[config.mk]
export PLATFORM = sky130hd
export DESIGN_NAME = irg_controller
export DESIGN_NICKNAME = d
export VERILOG_FILES = /design/src/design/irg_pkg.sv /design/src/design/irg_controller.sv
export SDC_FILE = /design/constraint.sdc
export NUM_CORES = 1
export LEC_CHECK = 0
export ABC_AREA = 1
export BUFFER_PORTS_ARGS = -buffer_cell sky130_fd_sc_hd__clkbuf_2
export CAP_MARGIN = 10
export CORE_MARGIN = 5
export CORE_UTILIZATION = 40
export DETAILED_ROUTE_END_ITERATION = 7
export PLACE_DENSITY = 0.63
export SLEW_MARGIN = 10
export SYNTH_ARGS = -nofsm -noshare
export SYNTH_HDL_FRONTEND = slang
export SYNTH_SLANG_ARGS = --single-unit
[constraint.sdc]
create_clock -name clk -period 3.4 [get_ports clk]
set_input_delay 1.02 -clock clk [delete_from_list [all_inputs] [get_ports clk]]
set_output_delay 1.02 -clock clk [all_outputs]
set_load 0.02 [all_outputs]
[src/design/irg_pkg.sv]
// Package for the ISAAC generator: sizes, command codes, controller/datapath interface.
// Used by every module in the design folder; depends on nothing.
`default_nettype none
package irg_pkg;
  localparam int unsigned TableSize = 256;
  localparam int unsigned TableLog2 = 8;
  localparam logic [31:0] Golden = 32'h9e3779b9;

  typedef logic [TableLog2-1:0] idx_t;
  typedef logic [TableLog2:0] cnt_t;
  typedef logic [31:0] word_t;

  typedef enum logic [1:0] {
    CMD_NEXT   = 2'd0,
    CMD_LOAD   = 2'd1,
    CMD_SEEDED = 2'd2,
    CMD_PLAIN  = 2'd3
  } cmd_t;

  // Datapath operations requested by the controller, one per cycle.
  typedef enum logic [3:0] {
    OP_NONE,
    OP_INIT,     // clear accumulators, load golden constants
    OP_SCRAMBLE, // one line k of the scramble of the mixer registers
    OP_PRD_RD,   // table pass: read table/buffer word at idx
    OP_PADD,     // table pass: add read word(s) into mixer k
    OP_PWR,      // table pass: write mixer k to table
    OP_RSTART,   // round start: counter++, b = b + counter
    OP_R1,       // round: read table[i] and table[i+half]
    OP_R2,       // round: compute a, read table[x>>2]
    OP_R3,       // round: compute y, write table[i], read table[y>>10]
    OP_R4,       // round: compute b, write buffer[i]
    OP_NEXT_RD,  // read result buffer at idx
    OP_LOAD      // write seed word at idx
  } op_t;

  typedef struct packed {
    op_t          op;
    idx_t         idx;
    logic [2:0]   k;
    logic         with_seed;
    logic         with_table;
    logic         seed_valid;
  } dp_cmd_t;
endpackage
`default_nettype wire

[src/design/irg_controller.sv]
// Controller of the ISAAC generator: sequences init passes, rounds and requests.
// Depends on irg_pkg; commands irg_datapath through dp_cmd_t.
`default_nettype none
module irg_controller (
  input  wire logic             clk,
  input  wire logic             rst_n,
  input  wire logic             in_valid,
  output logic                  in_stall,
  input  wire logic [1:0]       in_command,
  output logic                  out_valid,
  input  wire logic             out_stall,
  output irg_pkg::dp_cmd_t      cmd
);
  typedef enum logic [9:0] {
    S_IDLE  = 10'b0000000001,
    S_INIT  = 10'b0000000010,
    S_SCR   = 10'b0000000100,
    S_PRD   = 10'b0000001000,
    S_PADD  = 10'b0000010000,
    S_PSCR  = 10'b0000100000,
    S_PWR   = 10'b0001000000,
    S_RND   = 10'b0010000000,
    S_NEXT  = 10'b0100000000,
    S_OUT   = 10'b1000000000
  } state_t;

  state_t state_r, state_nxt;
  irg_pkg::cnt_t left_r, left_nxt, seeds_r, seeds_nxt;
  irg_pkg::cnt_t idx_r, idx_nxt;
  logic [2:0] sub_r, sub_nxt;
  logic [1:0] pass_r, pass_nxt;  // 0 plain, 1 seed pass, 2 table pass
  logic [2:0] ph_r, ph_nxt;      // round phase
  logic       nround_r, nround_nxt; // round started by a next request
  logic       take;
  irg_pkg::cmd_t c;

  assign c = irg_pkg::cmd_t'(in_command);
  assign in_stall = (state_r != S_IDLE);
  assign take = in_valid && !in_stall;

  always_comb begin
    state_nxt = state_r; left_nxt = left_r; seeds_nxt = seeds_r;
    idx_nxt = idx_r; sub_nxt = sub_r; pass_nxt = pass_r; ph_nxt = ph_r;
    nround_nxt = nround_r;
    cmd = '0;
    cmd.op = irg_pkg::OP_NONE;
    cmd.idx = idx_r[irg_pkg::TableLog2-1:0];
    cmd.k = sub_r;
    cmd.with_seed = (pass_r == 2'd1);
    cmd.with_table = (pass_r == 2'd2);
    cmd.seed_valid = (idx_r < seeds_r);
    out_valid = 1'b0;
    case (state_r)
      S_IDLE: if (take) begin
        case (c)
          irg_pkg::CMD_NEXT: begin
            if (left_r == '0) begin
              state_nxt = S_RND; idx_nxt = '0; ph_nxt = '0; nround_nxt = 1'b1;
              cmd.op = irg_pkg::OP_RSTART;
            end else begin
              state_nxt = S_NEXT;
            end
          end
          irg_pkg::CMD_LOAD: if (seeds_r < irg_pkg::cnt_t'(irg_pkg::TableSize)) begin
            cmd.op = irg_pkg::OP_LOAD;
            cmd.idx = seeds_r[irg_pkg::TableLog2-1:0];
            seeds_nxt = seeds_r + 1'b1;
          end
          default: begin
            state_nxt = S_INIT;
            pass_nxt = (c == irg_pkg::CMD_SEEDED && seeds_r != '0) ? 2'd1 : 2'd0;
          end
        endcase
      end
      S_INIT: begin
        cmd.op = irg_pkg::OP_INIT;
        state_nxt = S_SCR; idx_nxt = '0; sub_nxt = '0;
      end
      S_SCR: begin
        // Four full scrambles, one line per cycle.
        cmd.op = irg_pkg::OP_SCRAMBLE;
        cmd.k = idx_r[2:0];
        idx_nxt = idx_r + 1'b1;
        if (idx_r == irg_pkg::cnt_t'(31)) begin
          state_nxt = S_PRD; idx_nxt = '0; sub_nxt = '0;
        end
      end
      S_PRD: begin
        cmd.op = irg_pkg::OP_PRD_RD;
        state_nxt = S_PADD;
      end
      S_PADD: begin
        cmd.op = irg_pkg::OP_PADD;
        idx_nxt = idx_r + 1'b1;
        sub_nxt = sub_r + 1'b1;
        state_nxt = (sub_r == 3'd7) ? S_PSCR : S_PRD;
      end
      S_PSCR: begin
        cmd.op = irg_pkg::OP_SCRAMBLE;
        sub_nxt = sub_r + 1'b1;
        if (sub_r == 3'd7) begin
          idx_nxt = idx_r - irg_pkg::cnt_t'(8);
          state_nxt = S_PWR;
        end
      end
      S_PWR: begin
        cmd.op = irg_pkg::OP_PWR;
        idx_nxt = idx_r + 1'b1;
        sub_nxt = sub_r + 1'b1;
        if (sub_r == 3'd7) begin
          if (idx_nxt != irg_pkg::cnt_t'(irg_pkg::TableSize)) begin
            state_nxt = S_PRD;
          end else if (pass_r == 2'd1) begin
            pass_nxt = 2'd2; idx_nxt = '0; state_nxt = S_PRD;
          end else begin
            state_nxt = S_RND; idx_nxt = '0; ph_nxt = 3'd4; nround_nxt = 1'b0;
            cmd.op = irg_pkg::OP_PWR;
          end
        end
      end
      S_RND: begin
        // Four phases per table word; the first cycle of a round bumps the counter.
        if (ph_r == 3'd4) begin
          cmd.op = irg_pkg::OP_RSTART; ph_nxt = '0;
        end else begin
          case (ph_r)
            3'd0: cmd.op = irg_pkg::OP_R1;
            3'd1: cmd.op = irg_pkg::OP_R2;
            3'd2: cmd.op = irg_pkg::OP_R3;
            default: cmd.op = irg_pkg::OP_R4;
          endcase
          ph_nxt = ph_r + 1'b1;
          if (ph_r == 3'd3) begin
            ph_nxt = '0;
            idx_nxt = idx_r + 1'b1;
            if (idx_r == irg_pkg::cnt_t'(irg_pkg::TableSize - 1)) begin
              left_nxt = irg_pkg::cnt_t'(irg_pkg::TableSize);
              seeds_nxt = nround_r ? seeds_r : '0;
              state_nxt = nround_r ? S_NEXT : S_IDLE;
            end
          end
        end
      end
      S_NEXT: begin
        cmd.op = irg_pkg::OP_NEXT_RD;
        left_nxt = left_r - 1'b1;
        cmd.idx = left_nxt[irg_pkg::TableLog2-1:0];
        state_nxt = S_OUT;
      end
      S_OUT: begin
        // Keep reading the same buffer word so the result holds while stalled.
        cmd.idx = left_r[irg_pkg::TableLog2-1:0];
        out_valid = 1'b1;
        if (!out_stall) state_nxt = S_IDLE;
      end
      default: state_nxt = S_IDLE;
    endcase
  end

  // After reset the block runs an unseeded init on its own.
  always_ff @(posedge clk) begin
    if (!rst_n) begin
      state_r <= S_INIT; left_r <= '0; seeds_r <= '0; idx_r <= '0;
      sub_r <= '0; pass_r <= '0; ph_r <= '0; nround_r <= 1'b0;
    end else begin
      state_r <= state_nxt; left_r <= left_nxt; seeds_r <= seeds_nxt;
      idx_r <= idx_nxt; sub_r <= sub_nxt; pass_r <= pass_nxt;
      ph_r <= ph_nxt; nround_r <= nround_nxt;
    end
  end
endmodule
`default_nettype wire
==> results of run 1 <==
[cell families after synthesis]
group                      after synthesis  share of synthesized area
AOI/OAI and AO/OA                      120                     0.1784
xor gates and xnor gates                11                    0.02493
adders and majority gates               22                    0.07122
buffers and inverters                   92                    0.09712
DFF                                     46                     0.2383
and+or+nand+nor                        290                     0.3901
[power by group]
| part | switching, mW | total (mW) | internal (mW) |
|---|---|---|---|
| registers | 0.0307 | 0.600 | 0.569 |
| clock network | 0.209 | 0.373 | 0.164 |
| logic | 0.458 | 0.648 | 0.190 |
| total | 0.697 | 1.62 | 0.924 |
[worst max-delay path, cell delays in order]
cell	delay (ns)
sky130_fd_sc_hd__clkbuf_2	0.09
sky130_fd_sc_hd__inv_1	0.04
sky130_fd_sc_hd__nor2_1	0.24
sky130_fd_sc_hd__nand2_2	0.14
sky130_fd_sc_hd__nor3_4	0.18
sky130_fd_sc_hd__inv_2	0.09
sky130_fd_sc_hd__o2111ai_1	0.26
sky130_fd_sc_hd__clkbuf_2	0.23
[repair_timing]
| item | in CTS | in global routing |
|---|---|---|
| hold buffers | 0 | 0 |
| resized for setup | 0 | 3 |
| setup endpoints to repair | 0 | 6 |
[final cells by class]
type                            instances  area, µm²  share of cell area
Timing Repair Buffer                   28      147.6             0.03491
Sequential cell                        46      920.9              0.2178
Clock buffer                            6      82.58             0.01953
Clock inverter                          2      12.51            0.002959
Tap cell                              129      161.4             0.03817
Inverter                               83      325.3             0.07692
Multi-Input combinational cell        443       2579              0.6098
[final timing paths]
check                startpoint         to
setup / recovery  in_command[0]    cmd[13]
hold / removal        left_r[5]  left_r[5]
setup reg to reg       idx_r[1]    ph_r[2]
hold reg to reg       left_r[5]  left_r[5]
[Yosys cell counts, drive strengths merged]
cell / number
a41oi: 1
and2: 2
o211ai: 4
clkinv: 4
inv: 79
xnor2: 2
nand3: 43
o22ai: 4
nor3b: 2
o21ai: 41
nor4: 2
o31ai: 2
o221ai: 1
nand2: 134
ha: 22
nand3b: 1
o21bai: 3
a211oi: 1
a21oi: 53
o311ai: 1
clkbuf: 5
o41ai: 1
a31oi: 3
buf: 4
o2111ai: 2
xor2: 9
dfxtp: 46
a21o: 1
nor2: 80
or2: 3
nand4: 11
a22oi: 2
nor3: 12
[layer usage]
metal	up-vias	track usage	share of wire
met5	-	0	0
met4	0	0.06312	0.020
met2	103	0.3393	0.48
met1	1818	0.2541	0.46
li1	1972	-	-
met3	21	0.02388	0.047
[flip-flops by register name (all words and copies together) (netlist names)]
register  flops
pass_r        2
nround_r      1
sub_r         3
seeds_r       9
left_r        9
state_r      10
ph_r          3
idx_r         9
==> impl_metrics.tcl, run 1 <==
set metrics [dict create \
    placed_cells 729 \
    insertion_delay_ns 0.31 \
    die_area_um2 11730 \
    synth.top_cells.by_area "sky130_fd_sc_hd__dfxtp_1 24%, sky130_fd_sc_hd__nand2_1 11%, sky130_fd_sc_hd__ha_1 7.1%, sky130_fd_sc_hd__a21oi_1 6.6%, sky130_fd_sc_hd__inv_1 6.3%" \
    ff_to_ff_path_depth 12 \
    fmax_ghz 0.3023 \
    worst_hold_slack_ns 0.4867 \
    yosys_register_bits 46 \
    initial_utilization 0.4144 \
    synth_cells 581 \
    grt_pass1_wl_um 18400 \
    drt_drc_violations_left 0 \
    detail_route.iter0.violations 246 \
    post-dp-hpwl_um 8838 \
    overflow 0 \
    portBuffers 25 \
    drt.antenna.violating_nets 0 \
    die-width_um 108.3 \
    clock_tree.buffer_depth 2 \
    r2r_slack_ns 0.93 \
    postLayoutCoreUtil 0.4534 \
    clock_root_buffer "sky130_fd_sc_hd__clkbuf_8" \
    fp.dieH_um 108.3 \
    power_leakage_nw 1.857 \
    areaGrowthSynthToFinish_pct 9.421 \
    viasPerCell 5.311 \
    layout.cells.most_common "sky130_fd_sc_hd__nand2_1" \
    synth.cell_area_um2 3865 \
    synth.net_count 609 \
    layout_cell_share_with_drive_strength_beyond_1 0.1875 \
    synthDominantCellAreaShare 0.2383 \
    routabilityCongestion 0.9492 \
    cts_tree "built" \
    grt_antenna_before_repair 0 \
    synth_cell_type_count 55 \
    timing.slew.headroom 0.7246 \
    synthesis.area_per_instance_um2 6.652 \
    finish.net_count 635 \
    setup-tns-final_ns 0 \
    grt_use_total 0.1963 \
    worst_slack_ns 0.09151 \
    avgRoutedWirePerCell_um 15.01 \
    worst_setup_path_end_kind "output pin" \
    first_global_vias 3773 \
    finalSetupViolCount 0 \
    power.ir.vdd_worst_mv 0.1978 \
    timing.hold.worst.class "reg -> reg" \
    core-area_um2 9328 \
    fin_worst_skew_ns 0.01869 \
    postLayoutCellArea_um2 4229 \
    firstDrtPassIters 5 \
    critPathKind "in -> out" \
    place_area_um2 4124 \
    worst_hold_path.num_cells 2 \
    rsz_0062_raised_after_global_routing "false" \
    clk_transition_reported_paths_ns 0.09 \
    placementRows 35 \
    finalHoldViolCount 0 \
    critical_path_arrival_ns 2.29 \
    grt_start_max_net_pins 24 \
    synth_seq_area_share 0.2383 \
    yosysWarnings 0 \
    post-synth-top-area-cell "sky130_fd_sc_hd__dfxtp_1" \
    routed_wire_length_um 11060 \
    cts_setup_buffers 0 \
    finalPower_mw 1.621 \
    ports_placed_on_the_boundary 26 \
    count_of_vias_placed_by_the_detailed_router 3914 \
    cap_viol_max_count 0 \
    worst_setup_slack_after_placement_ns 0.1054 \
    nFillCells 967 \
    highest_count_cells_in_the_layout_ignoring_fill_and_taps "113 x sky130_fd_sc_hd__nand2_1, 65 x sky130_fd_sc_hd__inv_1, 58 x sky130_fd_sc_hd__nor2_1" \
    max_slew.worst_pin.slew_ns 0.4087 \
    cts-buffers-inserted 5 \
    period_needed_ns 3.308 \
    drv_slew 0 \
    insertedDiodeCount 0 \
    critPathLaunchType "input port" \
    cts.sinks 46 \
    ctsHtreeMaxLevel 2 \
    layout_worst_path_cycle_share 0.9731 \
    power-per-cell-area_nw_per_um2 383.3 \
    layoutNonFillerInstCount 737 \
    status "finished clean" \
    cp_data_required_time_ns 2.38 \
    worst_path_fanout_max 3 \
]
Note: power is estimated with default switching activity, not from simulation.
==> inputs of run 2 (changes only) <==
--- a/config.mk
+++ b/config.mk
@@ -11,7 +11,6 @@
 export CORE_MARGIN = 5
 export CORE_UTILIZATION = 40
 export DETAILED_ROUTE_END_ITERATION = 7
-export PLACE_DENSITY = 0.63
 export SLEW_MARGIN = 10
 export SYNTH_ARGS = -nofsm -noshare
 export SYNTH_HDL_FRONTEND = slang
==> run 2 against run 1 <==
Flip-flop and latch count unchanged. Worst setup slack improved by 0.010 ns. Clock-buffer cell count increased by 1. Sequential share of layout area about the same. Largest power group unchanged.
==> impl_metrics.tcl, run 2 (same netlist as run 1, synthesis figures left out) <==
set metrics [dict create \
    fp.dieH_um 108.3 \
    finish.net_count 636 \
    p_int_uw 924.2 \
    max_slew.worst_pin.slew_ns 0.4141 \
    power.share.switching 0.4287 \
    power-per-cell-area_nw_per_um2 382.6 \
    power_frac_comb 0.400 \
    cap_viol_max_count 0 \
    die-width_um 108.3 \
    layout.cells.most_common "sky130_fd_sc_hd__nand2_1" \
    period_needed_ns 3.298 \
    routed_wire_length_um 11450 \
    worst_hold_slack_ns 0.4888 \
    clock_tree.buffer_depth 2 \
    drt_drc_violations_left 0 \
    finalSetupViolCount 0 \
    layoutNonFillerInstCount 738 \
    postLayoutCellArea_um2 4228 \
    rr_startpoint "idx_r[1]" \
    power.clock.fraction 0.228 \
    final-seq-area_um2 920.9 \
    first_global_vias 3776 \
    viasPerCell 5.301 \
    setup-tns-final_ns 0 \
    cts_tree "built" \
    grt_pass1_wl_um 18790 \
    cts-buffers-inserted 5 \
    highest_count_cells_in_the_layout_ignoring_fill_and_taps "113 x sky130_fd_sc_hd__nand2_1, 65 x sky130_fd_sc_hd__inv_1, 57 x sky130_fd_sc_hd__nor2_1" \
    cts.sinks 46 \
    fin_worst_skew_ns 0.01098 \
    grt_antenna_before_repair 0 \
    worst_r2r_endpoint "ph_r[2]" \
    multi_input_combinational_cell_area_um2 2574 \
    cp-startpoint "in_command[0]" \
    critPathKind "in -> out" \
    detail_route.iter0.violations 252 \
    insertedDiodeCount 0 \
    insertion_delay_ns 0.31 \
    power.ir.vdd_worst_mv 0.2358 \
    timing.slew.headroom 0.7210 \
    finalPower_mw 1.618 \
    count_of_vias_placed_by_the_detailed_router 3912 \
    post-dp-hpwl_um 9083 \
    initial_utilization 0.4144 \
    r2r_slack_ns 0.91 \
    critical_path_arrival_ns 2.28 \
    grt_start_max_net_pins 24 \
    ff_to_ff_path_depth 12 \
    fmax_ghz 0.3032 \
    placementRows 35 \
    layout_cell_share_with_drive_strength_beyond_1 0.1888 \
    timing.critical_path.to "cmd[9]" \
    placed_cells 730 \
    clock_root_buffer "sky130_fd_sc_hd__clkbuf_8" \
    finalHoldViolCount 0 \
    avgRoutedWirePerCell_um 15.51 \
    part_of_the_total_power_dissipated_in_sequential_elements 0.372 \
    critPathLaunchType "input port" \
    drt.antenna.violating_nets 0 \
    areaGrowthSynthToFinish_pct 9.388 \
    core-area_um2 9328 \
    worst_path_fanout_max 7 \
    p_sw_uw 693.5 \
    max_ffs_per_register 10 \
    grt_use_total 0.2032 \
    firstDrtPassIters 5 \
    die_area_um2 11730 \
    clk_transition_reported_paths_ns 0.09 \
    largest-register "state_r" \
    timing.hold.worst.class "reg -> reg" \
    power_leakage_nw 1.863 \
    place_area_um2 4131 \
    ctsHtreeMaxLevel 2 \
    nFillCells 1005 \
    overflow 0 \
    drv_slew 0 \
    status "finished clean" \
    routabilityCongestion 0.9011 \
    ports_placed_on_the_boundary 26 \
    cp_data_required_time_ns 2.38 \
    rsz_0062_raised_after_global_routing "false" \
    portBuffers 25 \
    worst_setup_path_end_kind "output pin" \
    layout_worst_path_cycle_share 0.9701 \
]
run 2: power groups by stage:
stage / Combinational (mW) / Sequential [mW] / Clock (mW)
global route: 0.715 / 0.606 / 0.399
floorplan: 0.492 / 0.606 / 0
global placement: 0.637 / 0.612 / 0
detailed placement: 0.640 / 0.614 / 0
CTS: 0.645 / 0.602 / 0.381
finish: 0.647 / 0.602 / 0.370
run 2: layout make-up:
class | count | area share
multi-input cells | 443 | 0.6088
flip-flops and latches | 46 | 0.2178
inverters | 83 | 0.07695
well taps | 129 | 0.03818
repair buffers | 29 | 0.03670
clock buffers | 7 | 0.02042
clock inverters | 1 | 0.001184
run 2: per-stage QoR:
step	setup WS, ns	util
finish	0.1016	0.4533
global route	0.01213	0.4533
CTS	0.1103	0.4527
detailed placement	0.1170	0.4429
global placement	0.1961	0.4429
floorplan	0.2873	-
run 2: worst min path at each step:
stage	slack, ns	depth (start not counted)	startpoint	endpoint
finish	0.49	2	left_r[1]	left_r[1]
CTS	0.49	2	left_r[1]	left_r[1]
detailed placement	0.47	2	left_r[1]	left_r[1]
floorplan	0.45	2	pass_r[0]	pass_r[0]
global placement	0.47	2	left_r[5]	left_r[5]
global route	0.52	2	left_r[0]	left_r[0]
run 2: timing repair:
action	4_1_cts	5_1_grt
buffers inserted	0	0
hold buffers	0	0
endpoints found under the setup margin	0	5
resized for setup	0	3
run 2: worst max-delay path, cell delays in order:
cell,delay [ns]
sky130_fd_sc_hd__clkbuf_2,0.11
sky130_fd_sc_hd__inv_1,0.05
sky130_fd_sc_hd__nor2_1,0.22
sky130_fd_sc_hd__nand2_2,0.13
sky130_fd_sc_hd__nor3_4,0.18
sky130_fd_sc_hd__buf_4,0.20
sky130_fd_sc_hd__a21oi_1,0.08
sky130_fd_sc_hd__o21ai_0,0.09
sky130_fd_sc_hd__clkbuf_2,0.19
run 2: layer usage:
| metal | up-vias | global-route usage | share of wire |
|---|---|---|---|
| li1 | 1973 | - | - |
| met3 | 21 | 0.03104 | 0.050 |
| met1 | 1797 | 0.2687 | 0.46 |
| met5 | - | 0 | 0 |
| met2 | 121 | 0.3419 | 0.46 |
| met4 | 0 | 0.06041 | 0.023 |
